`src/rtl/hbr_pkg.sv`:
```
// ----------------------------------------------------------------------------
// hbr_pkg
// Shared types, constants and helpers for the hash bucket router.
// ----------------------------------------------------------------------------
package hbr_pkg;

	localparam int unsigned CHAR_W       = 8;
	localparam int unsigned HASH_W       = 14;
	localparam int unsigned HASH_BASE    = 107;
	localparam int unsigned HASH_MOD     = 10000;
	// h*107 + byte stays below 2^21
	localparam int unsigned PROD_W       = 21;
	// floor(2^24 / 10000): quotient estimate is exact or one low
	localparam int unsigned RECIP        = 1677;
	localparam int unsigned RECIP_SHIFT  = 24;
	localparam int unsigned RECIP_PROD_W = 32;
	localparam int unsigned QUOT_W       = 7;

	localparam int unsigned BUCKET_W      = 11;
	localparam int unsigned CAP_W         = 24;
	localparam int unsigned MAX_BUCKETS   = 1024;
	localparam int unsigned RT_IDX_W      = 10;
	localparam int unsigned MAX_FILES_DEF = 1024;

	localparam int unsigned BUCKET_COUNT_RST    = 16;
	localparam int unsigned BUCKET_CAPACITY_RST = 3000000;

	localparam int unsigned CFG_IDX_W  = 8;
	localparam int unsigned CFG_DATA_W = 24;

	typedef enum logic [CFG_IDX_W-1:0] {
		REG_BUCKET_COUNT    = 8'd0,
		REG_BUCKET_CAPACITY = 8'd1
	} hbr_reg_t;

	typedef struct packed {
		logic [CHAR_W-1:0] char_byte;
		logic              last_char;
	} hbr_in_t;

	typedef struct packed {
		logic [HASH_W-1:0]   hash_value;
		logic [BUCKET_W-1:0] home_bucket;
		logic [BUCKET_W-1:0] target_file;
		logic [BUCKET_W-1:0] total_files;
		logic                table_full;
	} hbr_out_t;

	typedef struct packed {
		logic ready;
		logic done;
		logic full;
	} hbr_tab_stat_t;

	typedef enum logic [2:0] {
		ST_IDLE,
		ST_HASH,
		ST_MOD,
		ST_ROUTE,
		ST_EMIT
	} hbr_state_t;

	typedef enum logic [2:0] {
		TS_CLEAR,
		TS_IDLE,
		TS_RT,
		TS_CNT,
		TS_NEW,
		TS_FIN
	} hbr_tstate_t;

	// x mod 10000 for x up to 9999*107 + 255, by reciprocal multiply and one
	// correction; the quotient fits QUOT_W bits only in that range
	function automatic logic [HASH_W-1:0] hbr_mod10k(input logic [PROD_W-1:0] x);
		logic [RECIP_PROD_W-1:0] prod;
		logic [QUOT_W-1:0]       q;
		logic [PROD_W-1:0]       r;
		prod = RECIP_PROD_W'(x) * RECIP_PROD_W'(RECIP);
		q    = QUOT_W'(prod >> RECIP_SHIFT);
		r    = x - PROD_W'(q) * PROD_W'(HASH_MOD);
		if (r >= PROD_W'(HASH_MOD)) begin
			r = r - PROD_W'(HASH_MOD);
		end
		return HASH_W'(r);
	endfunction

endpackage

```
`src/rtl/hbr_hash.sv`:
```
// ----------------------------------------------------------------------------
// hbr_hash
// Running polynomial hash: multiply-add on transfer, mod 10000 next cycle.
// ----------------------------------------------------------------------------
module hbr_hash (
	input  logic                       clk,
	input  logic                       arst_n,
	input  logic                       load,
	input  logic [hbr_pkg::CHAR_W-1:0] char_byte,
	input  logic                       last_char,
	input  logic                       step,
	output logic                       last_pending,
	output logic [hbr_pkg::HASH_W-1:0] hash_next,
	output logic [hbr_pkg::HASH_W-1:0] key_hash
);
	import hbr_pkg::*;

	logic [HASH_W-1:0] hash_q;
	logic [HASH_W-1:0] key_hash_q;
	logic [PROD_W-1:0] prod_s1;
	logic              last_s1;

	always_ff @(posedge clk or negedge arst_n) begin
		if (!arst_n) begin
			hash_q  <= '0;
			last_s1 <= 1'b0;
		end else begin
			if (load) begin
				last_s1 <= last_char;
			end
			if (step) begin
				hash_q <= last_s1 ? '0 : hash_next;
			end
		end
	end

	always_ff @(posedge clk) begin
		if (load) begin
			prod_s1 <= PROD_W'(hash_q) * PROD_W'(HASH_BASE) + PROD_W'(char_byte);
		end
		if (step && last_s1) begin
			key_hash_q <= hash_next;
		end
	end

	assign hash_next    = hbr_mod10k(prod_s1);
	assign last_pending = last_s1;
	assign key_hash     = key_hash_q;

endmodule

```
`config.mk`:
```
export PLATFORM = sky130hd
export DESIGN_NAME = hbr_hash
export DESIGN_NICKNAME = d
export VERILOG_FILES = /design/src/rtl/hbr_pkg.sv /design/src/rtl/hbr_hash.sv
export SDC_FILE = /design/constraint.sdc
export NUM_CORES = 1
export LEC_CHECK = 0
export BUFFER_PORTS_ARGS = -buffer_cell sky130_fd_sc_hd__buf_2
export CELL_PAD_IN_SITES_DETAIL_PLACEMENT = 1
export CELL_PAD_IN_SITES_GLOBAL_PLACEMENT = 1
export CORE_MARGIN = 2
export CORE_UTILIZATION = 51
export DETAILED_ROUTE_END_ITERATION = 7
export HOLD_SLACK_MARGIN = 0.08
export PLACE_DENSITY_LB_ADDON = 0.08
export SLEW_MARGIN = 20
export SYNTH_ARGS = -nofsm -noshare
export SYNTH_HDL_FRONTEND = slang
export SYNTH_SLANG_ARGS = --single-unit
```
`constraint.sdc`:
```
create_clock -name clk -period 13.9 [get_ports clk]
set_clock_uncertainty 0.15 [all_clocks]
set_input_delay 2.78 -clock clk [delete_from_list [all_inputs] [get_ports clk]]
set_output_delay 2.78 -clock clk [all_outputs]
set_load 0.02 [all_outputs]
```
==> impl_results.md <==
- Run status: finished, final reports clean
- Largest net degree at the start of global routing: 23
- DRC viols: 0
- Synth async-reset ratio: 30.00%
- Hold Path Class: register to register
- CP max stage cell: fa_2
- CTS Hold Bufs: 0
- Cell taking the most area after synthesis: ha_1
- Register area share after synthesis: 14.18%
- Max cap viols: 0
- Commonest cells in the netlist: inv_1, ha_1, fa_1, a21oi_1, nand2_1
- Die Height: 144.5 um
- Worst-Skew Late Latency: 0.30 ns
- N_diodes: 0
- Post-synthesis simple-gate area fraction: 7.983%
- Layout cell share with drive strength beyond 1: 15.83%
- Hold slack: 0.5007 ns
- Count leader, synth: inv_1
- Critical Path Start Type: register
- Initial antenna violation count: 0
- Slew Limit Headroom: 44.51%
- Largest family of logic cells by synthesized area: adder cells
- CP endpoint kind: output pin
- Wire length per cell: 18.89 um
- Final #Nets: 1517
- DRT Pass-1 Iters: 4
- Starting Density: 51.87%
- Final Hold Viols: 0
- Post-Syn Area per Cell: 9.574 sq um
- Synth Register Bits: 50
- Synth Area in Compound Gates: 9.898%
- Clock Tree Buf Depth: 2
- Mapped cell area: 0.01006 sq mm
- Area Overhead vs Synth: 15.00%
- CP Buf/Inv Count: 10
- Drt initial violations: 247
- CTS tree: yes
- Routed WL: 26840 um
- Synth Warn #: 0
- TritonCTS buffer count: 5
- IO Pins: 42
- Worst EP arrival: 10.72 ns
- Slew Limit Fails: 0
- Slew @ Worst Pin: 0.8265 ns
- Placer Congestion: 0.8048
- Routed vias: 7624
- WS Path Type: register to output pin
- CP peak stage delay: 0.57 ns
- Synth area leaders: ha_1, fa_1, inv_1, edfxtp_1, dfrtp_1
- Die area: 0.02087 sq mm
- Min Tclk post-route: 13.65 ns
- Number of flops mapped to enable cells by yosys: 35
- Yosys top cell area share: 29.72%
- Global-route wire length before repair: 40970 um
- Cells after Synth: 1051
- HPWL Detailed: 21700 um
- Design area: 0.01157 sq mm
- Tcrit/Tclk final: 98.22%
- CP required: 10.97 ns
- Root Driver: clkbuf_16
- Synth Area in XOR/XNOR: 4.439%
- Cell variety after synth: 68
- Post-synthesis adder-cell area fraction: 51.70%
- Post-Syn Nets: 1413
- Global route overflow: 0
- Cell Area, Placed: 0.01076 sq mm
- Fraction of synthesized area in multiplexers: 0.5347%
- Crit path max-delay family: adder cells
- Post-DRT Antenna Nets: 0
- Clock Sinks: 50
- Core Footprint: 0.01940 sq mm
- Port bufs: 41
- FMAX: 0.07325 GHz
- Die Width: 144.5 um
- Crit path max fanout: 7
- Clk slew on worst S/H paths: 0.08 ns
- Post-synth top flop: edfxtp_1
- All-Layer GR Usage: 25.47%
- Post-DR vias/cell: 5.365
- Most frequent CP cell: fa_1
- Row count: 51
- Number of global-route vias before repair: 8135
- Final-report setup violation count: 0
- H-tree depth: 2
layout make-up:
type                            instances  area [sq um]
Multi-Input combinational cell        708          7876
Fill cell                            2250          7828
Sequential cell                        50          1426
Inverter                              285          1070
Timing Repair Buffer                  105         715.7
Tap cell                              265         331.6
Clock buffer                            5         125.1
Clock inverter                          3         26.28
cells in the final DEF (no fill, tap or decap), drive strengths merged, types with 4 or more instances in the layout:
master,count
xor2,17
a211o,4
buf,105
and3,8
nor2,34
inv,287
clkbuf,5
a21oi,39
fa,110
dfrtp,15
a211oi,6
ha,239
nand3,13
edfxtp,35
nand4,4
xnor2,34
mux2i,4
o211ai,4
a21o,9
nor3,15
o31ai,10
o21ai,28
o21a,5
nand2b,14
a221o,4
a21boi,5
and2,5
nand2,39
nor2b,9
path summary, 6_finish.rpt:
path                       startpoint       endpoint  slack [ns]  depth (start not counted)
min in group asynchronous      arst_n     hash_q[13]        2.26                          1
hold reg to reg            prod_s1[2]    key_hash[2]        0.50                          1
setup reg to reg           prod_s1[3]     hash_q[12]        3.18                         46
hold / removal             prod_s1[2]    key_hash[2]        0.50                          1
setup / recovery           prod_s1[3]  hash_next[12]        0.25                         47
max in group asynchronous      arst_n      hash_q[7]       11.03                          1
metrics by stage:
| step | util (%) | TNS [ns] | instances | setup slack [ns] |
|---|---|---|---|---|
| 6_report | 59.65 | 0 | 1421 | 0.2479 |
| 5_1_grt | 59.65 | -2.109 | 1421 | -0.2801 |
| 4_1_cts | 56.84 | 0 | 1399 | 0.0001217 |
| 3_5_place_dp | 55.47 | 0 | 1378 | 0.04609 |
| 3_3_place_gp | 55.47 | 0 | 1378 | 0.3248 |
| 2_1_floorplan | - | 0 | 1051 | 0.8935 |
logic make-up after synthesis:
logic type                 Yosys count
adders and majority gates          350
DFF                                 50
and+or+nand+nor                    158
buffers and inverters              294
xor gates and xnor gates            51
muxes                                4
AOI/OAI and AO/OA                  144
worst reg2reg max path: cells and delay by family (launching register included):
kind	cells	cell delay, ns
flip-flops	1	0.51
AO/OA/AOI/OAI	13	2.40
buffers and inverters	9	1.06
adder cells (fa/ha/maj)	11	4.75
AND/OR/NAND/NOR	8	1.07
XOR/XNOR	3	0.41
multiplexers	2	0.26
repair_timing:
action                                  in CTS  in global routing
endpoints found under the setup margin      10                 10
setup buffers                               12                 23
gates cloned                                 1                  0
pin swaps                                    2                 64
gates resized for setup                      4                 72
flip-flops by register name, summed over array words and instances, names as in the netlist:
register	cells
hash_q	14
key_hash	14
last_pending	1
prod_s1	21
routing by layer:
layer  GRT usage, %  vias up  share of wire [%]
li1               -     3655                  -
met1          33.73     3865                 44
met2          46.74       74                 53
met3          1.291       30                1.5
met4          4.394        0                1.7
met5              0        -                  0
Power is not shown: default switching activity piles up to over one toggle a cycle in this logic, so the estimate is an artifact.
