--- src/rtl/hbr_pkg.sv ---
// ----------------------------------------------------------------------------
// hbr_pkg
// Shared types, constants and helpers for the hash bucket router.
// ----------------------------------------------------------------------------
package hbr_pkg;

	localparam int unsigned CHAR_W       = 8;
	localparam int unsigned HASH_W       = 14;
	localparam int unsigned HASH_BASE    = 107;
	localparam int unsigned HASH_MOD     = 10000;
	// h*107 + byte stays below 2^21
	localparam int unsigned PROD_W       = 21;
	// floor(2^24 / 10000): quotient estimate is exact or one low
	localparam int unsigned RECIP        = 1677;
	localparam int unsigned RECIP_SHIFT  = 24;
	localparam int unsigned RECIP_PROD_W = 32;
	localparam int unsigned QUOT_W       = 7;

	localparam int unsigned BUCKET_W      = 11;
	localparam int unsigned CAP_W         = 24;
	localparam int unsigned MAX_BUCKETS   = 1024;
	localparam int unsigned RT_IDX_W      = 10;
	localparam int unsigned MAX_FILES_DEF = 1024;

	localparam int unsigned BUCKET_COUNT_RST    = 16;
	localparam int unsigned BUCKET_CAPACITY_RST = 3000000;

	localparam int unsigned CFG_IDX_W  = 8;
	localparam int unsigned CFG_DATA_W = 24;

	typedef enum logic [CFG_IDX_W-1:0] {
		REG_BUCKET_COUNT    = 8'd0,
		REG_BUCKET_CAPACITY = 8'd1
	} hbr_reg_t;

	typedef struct packed {
		logic [CHAR_W-1:0] char_byte;
		logic              last_char;
	} hbr_in_t;

	typedef struct packed {
		logic [HASH_W-1:0]   hash_value;
		logic [BUCKET_W-1:0] home_bucket;
		logic [BUCKET_W-1:0] target_file;
		logic [BUCKET_W-1:0] total_files;
		logic                table_full;
	} hbr_out_t;

	typedef struct packed {
		logic ready;
		logic done;
		logic full;
	} hbr_tab_stat_t;

	typedef enum logic [2:0] {
		ST_IDLE,
		ST_HASH,
		ST_MOD,
		ST_ROUTE,
		ST_EMIT
	} hbr_state_t;

	typedef enum logic [2:0] {
		TS_CLEAR,
		TS_IDLE,
		TS_RT,
		TS_CNT,
		TS_NEW,
		TS_FIN
	} hbr_tstate_t;

	// x mod 10000 for x up to 9999*107 + 255, by reciprocal multiply and one
	// correction; the quotient fits QUOT_W bits only in that range
	function automatic logic [HASH_W-1:0] hbr_mod10k(input logic [PROD_W-1:0] x);
		logic [RECIP_PROD_W-1:0] prod;
		logic [QUOT_W-1:0]       q;
		logic [PROD_W-1:0]       r;
		prod = RECIP_PROD_W'(x) * RECIP_PROD_W'(RECIP);
		q    = QUOT_W'(prod >> RECIP_SHIFT);
		r    = x - PROD_W'(q) * PROD_W'(HASH_MOD);
		if (r >= PROD_W'(HASH_MOD)) begin
			r = r - PROD_W'(HASH_MOD);
		end
		return HASH_W'(r);
	endfunction

endpackage

--- src/rtl/hbr_modu.sv ---
// ----------------------------------------------------------------------------
// hbr_modu
// Restoring remainder unit: hash mod bucket count, one bit per cycle.
// ----------------------------------------------------------------------------
module hbr_modu (
	input  logic                         clk,
	input  logic                         arst_n,
	input  logic                         start,
	input  logic [hbr_pkg::HASH_W-1:0]   dividend,
	input  logic [hbr_pkg::BUCKET_W-1:0] divisor,
	output logic                         done,
	output logic [hbr_pkg::BUCKET_W-1:0] remainder
);
	import hbr_pkg::*;

	localparam int unsigned CNT_W = $clog2(HASH_W);

	logic [HASH_W-1:0]   dvd_q;
	logic [BUCKET_W-1:0] dvs_q;
	logic [BUCKET_W-1:0] rem_q;
	logic [CNT_W-1:0]    cnt_q;
	logic                busy_q;
	logic                done_q;
	logic [BUCKET_W:0]   trial;
	logic                fits;

	assign trial = {rem_q, dvd_q[HASH_W-1]};
	assign fits  = trial >= {1'b0, dvs_q};

	always_ff @(posedge clk or negedge arst_n) begin
		if (!arst_n) begin
			busy_q <= 1'b0;
			done_q <= 1'b0;
			cnt_q  <= '0;
		end else begin
			done_q <= 1'b0;
			if (start) begin
				busy_q <= 1'b1;
				cnt_q  <= '0;
			end else if (busy_q) begin
				cnt_q <= cnt_q + CNT_W'(1);
				if (cnt_q == CNT_W'(HASH_W - 1)) begin
					busy_q <= 1'b0;
					done_q <= 1'b1;
				end
			end
		end
	end

	always_ff @(posedge clk) begin
		if (start) begin
			dvd_q <= dividend;
			dvs_q <= divisor;
			rem_q <= '0;
		end else if (busy_q) begin
			dvd_q <= dvd_q << 1;
			rem_q <= fits ? BUCKET_W'(trial - {1'b0, dvs_q}) : BUCKET_W'(trial);
		end
	end

	assign done      = done_q;
	assign remainder = rem_q;

endmodule

--- config.mk ---
export PLATFORM = sky130hd
export DESIGN_NAME = hbr_modu
export DESIGN_NICKNAME = d
export VERILOG_FILES = /design/src/rtl/hbr_pkg.sv /design/src/rtl/hbr_modu.sv
export SDC_FILE = /design/constraint.sdc
export NUM_CORES = 1
export LEC_CHECK = 0
export BUFFER_PORTS_ARGS = -buffer_cell sky130_fd_sc_hd__buf_2
export CAP_MARGIN = 20
export CORE_MARGIN = 2
export CORE_UTILIZATION = 60
export CTS_BUF_LIST = sky130_fd_sc_hd__clkbuf_8 sky130_fd_sc_hd__clkbuf_16
export DETAILED_ROUTE_END_ITERATION = 16
export GPL_TIMING_DRIVEN = 0
export PLACE_DENSITY_LB_ADDON = 0.25
export SKIP_CTS_REPAIR_TIMING = 1
export SYNTH_ARGS = -nofsm -noshare
export SYNTH_HDL_FRONTEND = slang
export SYNTH_SLANG_ARGS = --single-unit
--- constraint.sdc ---
create_clock -name clk -period 5.96 [get_ports clk]
set_input_delay 0.596 -clock clk [delete_from_list [all_inputs] [get_ports clk]]
set_output_delay 0.596 -clock clk [all_outputs]
set_load 0.02 [all_outputs]
==> results of run 1 <==
-- logic make-up (layout without fill, tap and decap cells) --
group	count (synthesis)	in the layout	share of synthesized area [%]
AND/OR/NAND/NOR	61	61	13.25
AO/OA/AOI/OAI	52	52	15.80
flip-flops	42	42	48.64
buffers and inverters	27	74	4.560
adder cells (fa/ha/maj)	14	14	7.926
multiplexers	14	14	6.786
XOR/XNOR	8	8	3.040
-- power groups by stage --
stage | clock network, mW | registers (mW) | logic (mW)
after floorplan | 0 | 0.426 | 0.298
after global placement | 0 | 0.400 | 0.427
after detailed placement | 0 | 0.401 | 0.436
after CTS | 0.177 | 0.395 | 0.439
after global routing | 0.185 | 0.403 | 0.494
final | 0.174 | 0.396 | 0.446
-- cell usage in the layout (no fill, tap or decap), types with 2 or more instances in the layout --
master     Yosys  routed
nand4_1        2       2
a211oi_1       3       3
clkinv_1       0       3
nand3_1        9       9
a211o_1        2       2
o31ai_1        2       2
o2111ai_1      2       2
buf_2          3      42
clkbuf_1       7       7
nand2_1        7       7
xor2_1         2       2
nand2b_1       4       4
edfxtp_1      25      25
mux2_2        13      13
o211ai_1       2       2
or4_1          2       2
nor2b_1        4       4
xnor2_1        6       6
a31oi_1        2       2
clkbuf_8       0       5
ha_1          13      13
o21ai_0        9       9
or2_2          2       2
nor2_1        23      23
a311oi_1       8       8
dfxtp_1       11      11
inv_1         17      17
dfrtp_1        6       6
a21o_1         3       3
o21a_1         2       2
a21oi_1       10      10
-- per-layer routing --
metal  track usage, %  up-vias  share of wire (%)
li1                 -      897                  -
met1            30.71      810                 46
met2            37.25       65                 46
met3            6.303       10                6.7
met4            8.418        0                1.9
met5                0        -                  0
-- state kept, by name, summed over array words and instances, names as in the netlist --
signal / cells
dvd_q: 14
dvs_q: 11
cnt_q: 4
busy_q: 1
remainder: 11
done: 1
-- metrics by stage --
stage / worst slack, ns / utilization [%]
6_report: 3.497 / 71.57
5_1_grt: 3.310 / 71.57
3_3_place_gp: 3.573 / 69.40
4_1_cts: 3.533 / 71.57
3_5_place_dp: 3.588 / 69.40
2_1_floorplan: 3.724 / -
-- worst max-delay path: cells and delay by family (launching register included) --
| kind | cells | cell delay, ns |
|---|---|---|
| buffers and inverters | 1 | 0.05 |
| adders and majority gates | 2 | 0.63 |
| AOI/OAI and AO/OA | 5 | 1.13 |
| DFF | 1 | 0.36 |
| and+or+nand+nor | 1 | 0.19 |
-- cell type report --
class                      count  area (um2)  area share (%)
buffer                        10       41.29           1.564
clock buffer                   5       68.82           2.607
clock inverter                 3       11.26          0.4265
inverter                      17       63.81           2.417
multi-input combinational    149        1079           40.85
sequential                    42        1121           42.46
tap                           48       60.06           2.275
timing repair buffer          39       195.2           7.393
-- worst max path at each step --
stage               slack (ns)            to         start  cells after the start
floorplan                 3.72  remainder[4]  remainder[0]                      8
global placement          3.57  remainder[4]     dvd_q[13]                      9
detailed placement        3.59  remainder[6]     dvd_q[13]                     10
CTS                       3.53  remainder[4]     dvd_q[13]                      9
global route              3.31  remainder[6]     dvd_q[13]                     10
finish                    3.50  remainder[4]     dvd_q[13]                      9
==> impl_metrics.env, run 1 <==
export IMPL_drv_cap=0
export IMPL_yosysMostFrequentCell="edfxtp_1"
export IMPL_combPwrFrac_pct=43.9
export IMPL_yosysTopAreaCellShare_pct=32.57
export IMPL_grt_max_degree=15
export IMPL_io_pins=40
export IMPL_yosys_warnings=0
export IMPL_worst_slew_pin_slew_ns=0.5051
export IMPL_setup_violations_final=0
export IMPL_vias_per_cell=5.693
export IMPL_ys_async_sr_fraction_pct=14.29
export IMPL_synth_top_area_cell="edfxtp_1"
export IMPL_worstSetupPathType="reg -> reg"
export IMPL_p_sw_uw=395.3
export IMPL_yosysUniqueCellTypes=46
export IMPL_grt_remaining_overflow=0
export IMPL_drive_above_1_share_pct=24.53
export IMPL_core_mm2=0.003689
export IMPL_gp_congestion=0.8429
export IMPL_placedCellCount=305
export IMPL_ant_nets=0
export IMPL_portBuffers=39
export IMPL_instances_no_fill=313
export IMPL_sw_frac_of_total_pct=38.90
export IMPL_intPower_uw=620.9
export IMPL_clock_sinks=42
export IMPL_grt_antenna_before_repair=0
export IMPL_path_max_fanout=3
export IMPL_hold_viol_final=0
export IMPL_leakage_nw=1.151
export IMPL_synthFlopType="edfxtp_1"
export IMPL_reg2reg_from="dvd_q[13]"
export IMPL_syn_nets=260
export IMPL_timing_hold_ws_ns=0.09514
export IMPL_fin_crit_sh_pct=41.32
export IMPL_crit_chain="inv_1 -> ha_1 -> fa_1 -> nand2b_1 -> a21oi_1 -> o211a_1 -> o2111ai_1 -> a211o_1 -> a311oi_1"
export IMPL_synth_seq_cells=42
export IMPL_start_util_pct=62.48
export IMPL_cp_required_ns=6.16
export IMPL_power_density_mw_per_mm2=384.9
export IMPL_drv_slew=0
export IMPL_die_width_um=65.98
export IMPL_tns_ns=0
export IMPL_total_power_mw=1.016
export IMPL_antennaDiodeCount=0
export IMPL_grt_pass1_vias=1670
export IMPL_clockRootBuffer="clkbuf_8"
export IMPL_clock_latency_ns=0.30
export IMPL_fin_skew_ns=0.008239
export IMPL_hpwl_um=3393
export IMPL_num_vias=1782
export IMPL_reg2reg_to="remainder[4]"
export IMPL_worstPathArrival_ns=2.66
export IMPL_die_h_um=65.98
export IMPL_grt_pass1_wl_um=7555
export IMPL_grt_use_total_pct=23.39
export IMPL_n_fill_cell=296
export IMPL_critical_path_max_stage_delay_ns=0.41
export IMPL_p_seq_share_pct=39.0
export IMPL_synth_edf_count=25
export IMPL_worstRegToRegCells=9
export IMPL_ys_seq_area_share_pct=48.64
export IMPL_num_rows=22
export IMPL_synth_area_leaders="edfxtp_1 (33%), dfxtp_1 (9.6%), ha_1 (7.1%)"
export IMPL_clkPwrFrac_pct=17.1
export IMPL_postSynthAreaPerCell_um2=10.57
export IMPL_wl_per_cell_um=14.82
export IMPL_drcViolationCount=0
export IMPL_status="finished, final reports clean"
export IMPL_crit_slowest_cell="fa_1"
export IMPL_syn_cell_area_mm2=0.002305
export IMPL_numCtsBuffers=5
export IMPL_cts_tree="yes"
export IMPL_ir_worst_vdd_mv=0.2553
export IMPL_rsz0062_at_grt="false"
export IMPL_start_kind="flop"
export IMPL_path_clk_slew_ns=0.08
export IMPL_max_freq_mhz=406.0
export IMPL_syn_inst=218
export IMPL_clockBufferDepth=2
export IMPL_synthTopCellsByCount="edfxtp_1 (25), nor2_1 (23), inv_1 (17), ha_1 (13), mux2_2 (13)"
export IMPL_period_needed_ns=2.463
export IMPL_maxSlewHeadroom_pct=66.32
export IMPL_rrSetupSlack_ns=3.50
export IMPL_hp_class="in -> async"
export IMPL_drt_iter0_drc=139
export IMPL_finalInstanceArea_mm2=0.002640
export IMPL_placed_area_mm2=0.002560
export IMPL_htree_levels=2
export IMPL_endpoint_kind="flop"
export IMPL_wirelength_um=4638
export IMPL_dieArea_mm2=0.004353
export IMPL_synthToLayoutAreaGrowth_pct=14.55
export IMPL_drt_pass1_iter_count=4
export IMPL_fin_nets=306
Note: power is estimated with default switching activity, not from simulation.
==> run 2, diff against run 1 <==
- CORE_UTILIZATION: 60 -> 56
- clock period: 5.96 -> 2.5 ns (I/O delays scaled with it)
==> run 2 against run 1 <==
Against the previous run: clock power rose to 3.2 times the previous value; die area rose by 6.7%; global-route usage shrank 0.45 points; hold slack gained 0.018 ns; sequential cell count stayed put; sequential share of layout area decreased by 2.0 points; maximum frequency is 1.8% higher; critical path depth increased by 1; register-to-register slack lost 3.4 ns; wire length increased by 9.7%; via count up 6.0%; combinational power rose to 2.6 times the previous value; critical path type unchanged.
==> impl_metrics.env, run 2 (synthesis gave the netlist of run 1 again) <==
export IMPL_portBuffers=39
export IMPL_drcViolationCount=0
export IMPL_regMostFlops="dvd_q"
export IMPL_sw_frac_of_total_pct=38.31
export IMPL_synthToLayoutAreaGrowth_pct=20.09
export IMPL_die_h_um=68.15
export IMPL_combPwrFrac_pct=43.7
export IMPL_path_clk_slew_ns=0.09
export IMPL_ant_nets=0
export IMPL_drv_cap=0
export IMPL_final_common_cell="buf_2"
export IMPL_critical_path_max_stage_delay_ns=0.50
export IMPL_grt_pass1_vias=1689
export IMPL_multiInputGateArea_mm2=0.001124
export IMPL_crit_slowest_cell="or4_1"
export IMPL_cts_tree="yes"
export IMPL_clockRootBuffer="clkbuf_8"
export IMPL_core_mm2=0.003971
export IMPL_path_depth=10
export IMPL_drv_slew=0
export IMPL_fin_crit_sh_pct=96.80
export IMPL_start_kind="flop"
export IMPL_antennaDiodeCount=0
export IMPL_endpoint_kind="flop"
export IMPL_setup_violations_final=0
export IMPL_path_delay_family="compound AO/OA/AOI/OAI gates"
export IMPL_setup_slack_ns=0.08003
export IMPL_tns_ns=0
export IMPL_fin_skew_ns=0.007559
export IMPL_largest_register_ffs=14
export IMPL_cp_required_ns=2.73
export IMPL_whs_path_depth=1
export IMPL_vias_per_cell=5.885
export IMPL_htree_levels=2
export IMPL_dieArea_mm2=0.004644
export IMPL_hpwl_um=3530
export IMPL_pre_cts_slack_ns=0.06206
export IMPL_num_vias=1889
export IMPL_p_sw_mw=1.018
export IMPL_fin_nets=312
export IMPL_leakage_nw=1.204
export IMPL_intPower_mw=1.640
export IMPL_num_rows=23
export IMPL_clockBufferDepth=2
export IMPL_finalInstanceArea_mm2=0.002768
export IMPL_start_util_pct=58.03
export IMPL_power_density_mw_per_mm2=960.6
export IMPL_drt_pass1_iter_count=4
export IMPL_hp_class="in -> reg"
export IMPL_period_needed_ns=2.420
export IMPL_grt_pass1_wl_um=7672
export IMPL_worstSetupPathType="reg -> reg"
export IMPL_wl_per_cell_um=15.86
export IMPL_path_buf_inv=2
export IMPL_clock_latency_ns=0.31
export IMPL_grt_use_total_pct=22.93
export IMPL_hold_viol_final=0
export IMPL_crit_chain="inv_2 -> ha_4 -> fa_2 -> nand2b_4 -> a21oi_4 -> o211a_1 -> o2111a_2 -> buf_4 -> or4_1 -> o221ai_1"
export IMPL_maxSlewHeadroom_pct=64.99
export IMPL_p_seq_share_pct=35.6
export IMPL_gp_congestion=0.8624
export IMPL_total_power_mw=2.658
export IMPL_seq_area_mm2=0.001121
export IMPL_rrSetupSlack_ns=0.08
export IMPL_path_max_fanout=5
export IMPL_status="finished, final reports clean"
export IMPL_wirelength_um=5090
export IMPL_ir_worst_vdd_mv=0.5572
export IMPL_max_freq_mhz=413.2
export IMPL_placed_area_mm2=0.002562
export IMPL_drt_iter0_drc=118
export IMPL_worstRegToRegCells=10
export IMPL_io_pins=40
export IMPL_grt_max_degree=15
export IMPL_most_common_layout_cells="buf_2 (41), edfxtp_1 (25), nor2_1 (23), inv_1 (17), mux2_2 (13)"
export IMPL_worst_slew_pin_slew_ns=0.5252
export IMPL_clkPwrFrac_pct=20.7
export IMPL_numCtsBuffers=5
export IMPL_clock_sinks=42
export IMPL_drive_above_1_share_pct=29.15
export IMPL_grt_remaining_overflow=0
export IMPL_die_width_um=68.15
export IMPL_n_fill_cell=307
export IMPL_grt_antenna_before_repair=0
export IMPL_worstPathArrival_ns=2.65
[run 2: area by class of cell]
| class | count | share of cell area, % |
|---|---|---|
| plain buffers | 10 | 1.582 |
| clock buffers | 5 | 2.486 |
| clock inverters | 3 | 1.492 |
| inverters | 17 | 2.306 |
| multi-input cells | 149 | 40.60 |
| flip-flops and latches | 42 | 40.51 |
| well taps | 50 | 2.260 |
| repair buffers | 45 | 8.770 |
[run 2: metrics by stage]
stage,std cells,utilization (%),hold slack (ns)
2_1_floorplan,218,-,-0.04559
3_3_place_gp,307,64.52,0.07702
3_5_place_dp,307,64.52,0.07874
4_1_cts,315,67.30,-0.2520
5_1_grt,321,69.69,0.1096
6_report,321,69.69,0.1134
[run 2: power by group through the flow]
stage	combinational, mW	sequential, mW	clock [mW]
after floorplan	0.710	1.02	0
after global placement	1.02	0.954	0
after detailed placement	1.04	0.955	0
after CTS	1.05	0.940	0.550
after global routing	1.27	0.960	0.574
final	1.16	0.946	0.551
[run 2: worst paths after layout]
path / startpoint / endpoint
setup / recovery: dvd_q[13] / remainder[1]
hold / removal: divisor[9] / dvs_q[9]
setup reg to reg: dvd_q[13] / remainder[1]
hold reg to reg: remainder[8] / remainder[8]
max in group asynchronous: arst_n / done
min in group asynchronous: arst_n / busy_q
[run 2: metal layers]
layer | routed length [um] | track usage (%) | vias up
li1 | - | - | 908
met1 | 2297 | 29.24 | 905
met2 | 2384 | 35.32 | 60
met3 | 251 | 5.428 | 16
met4 | 157 | 13.75 | 0
met5 | 0 | 0 | -
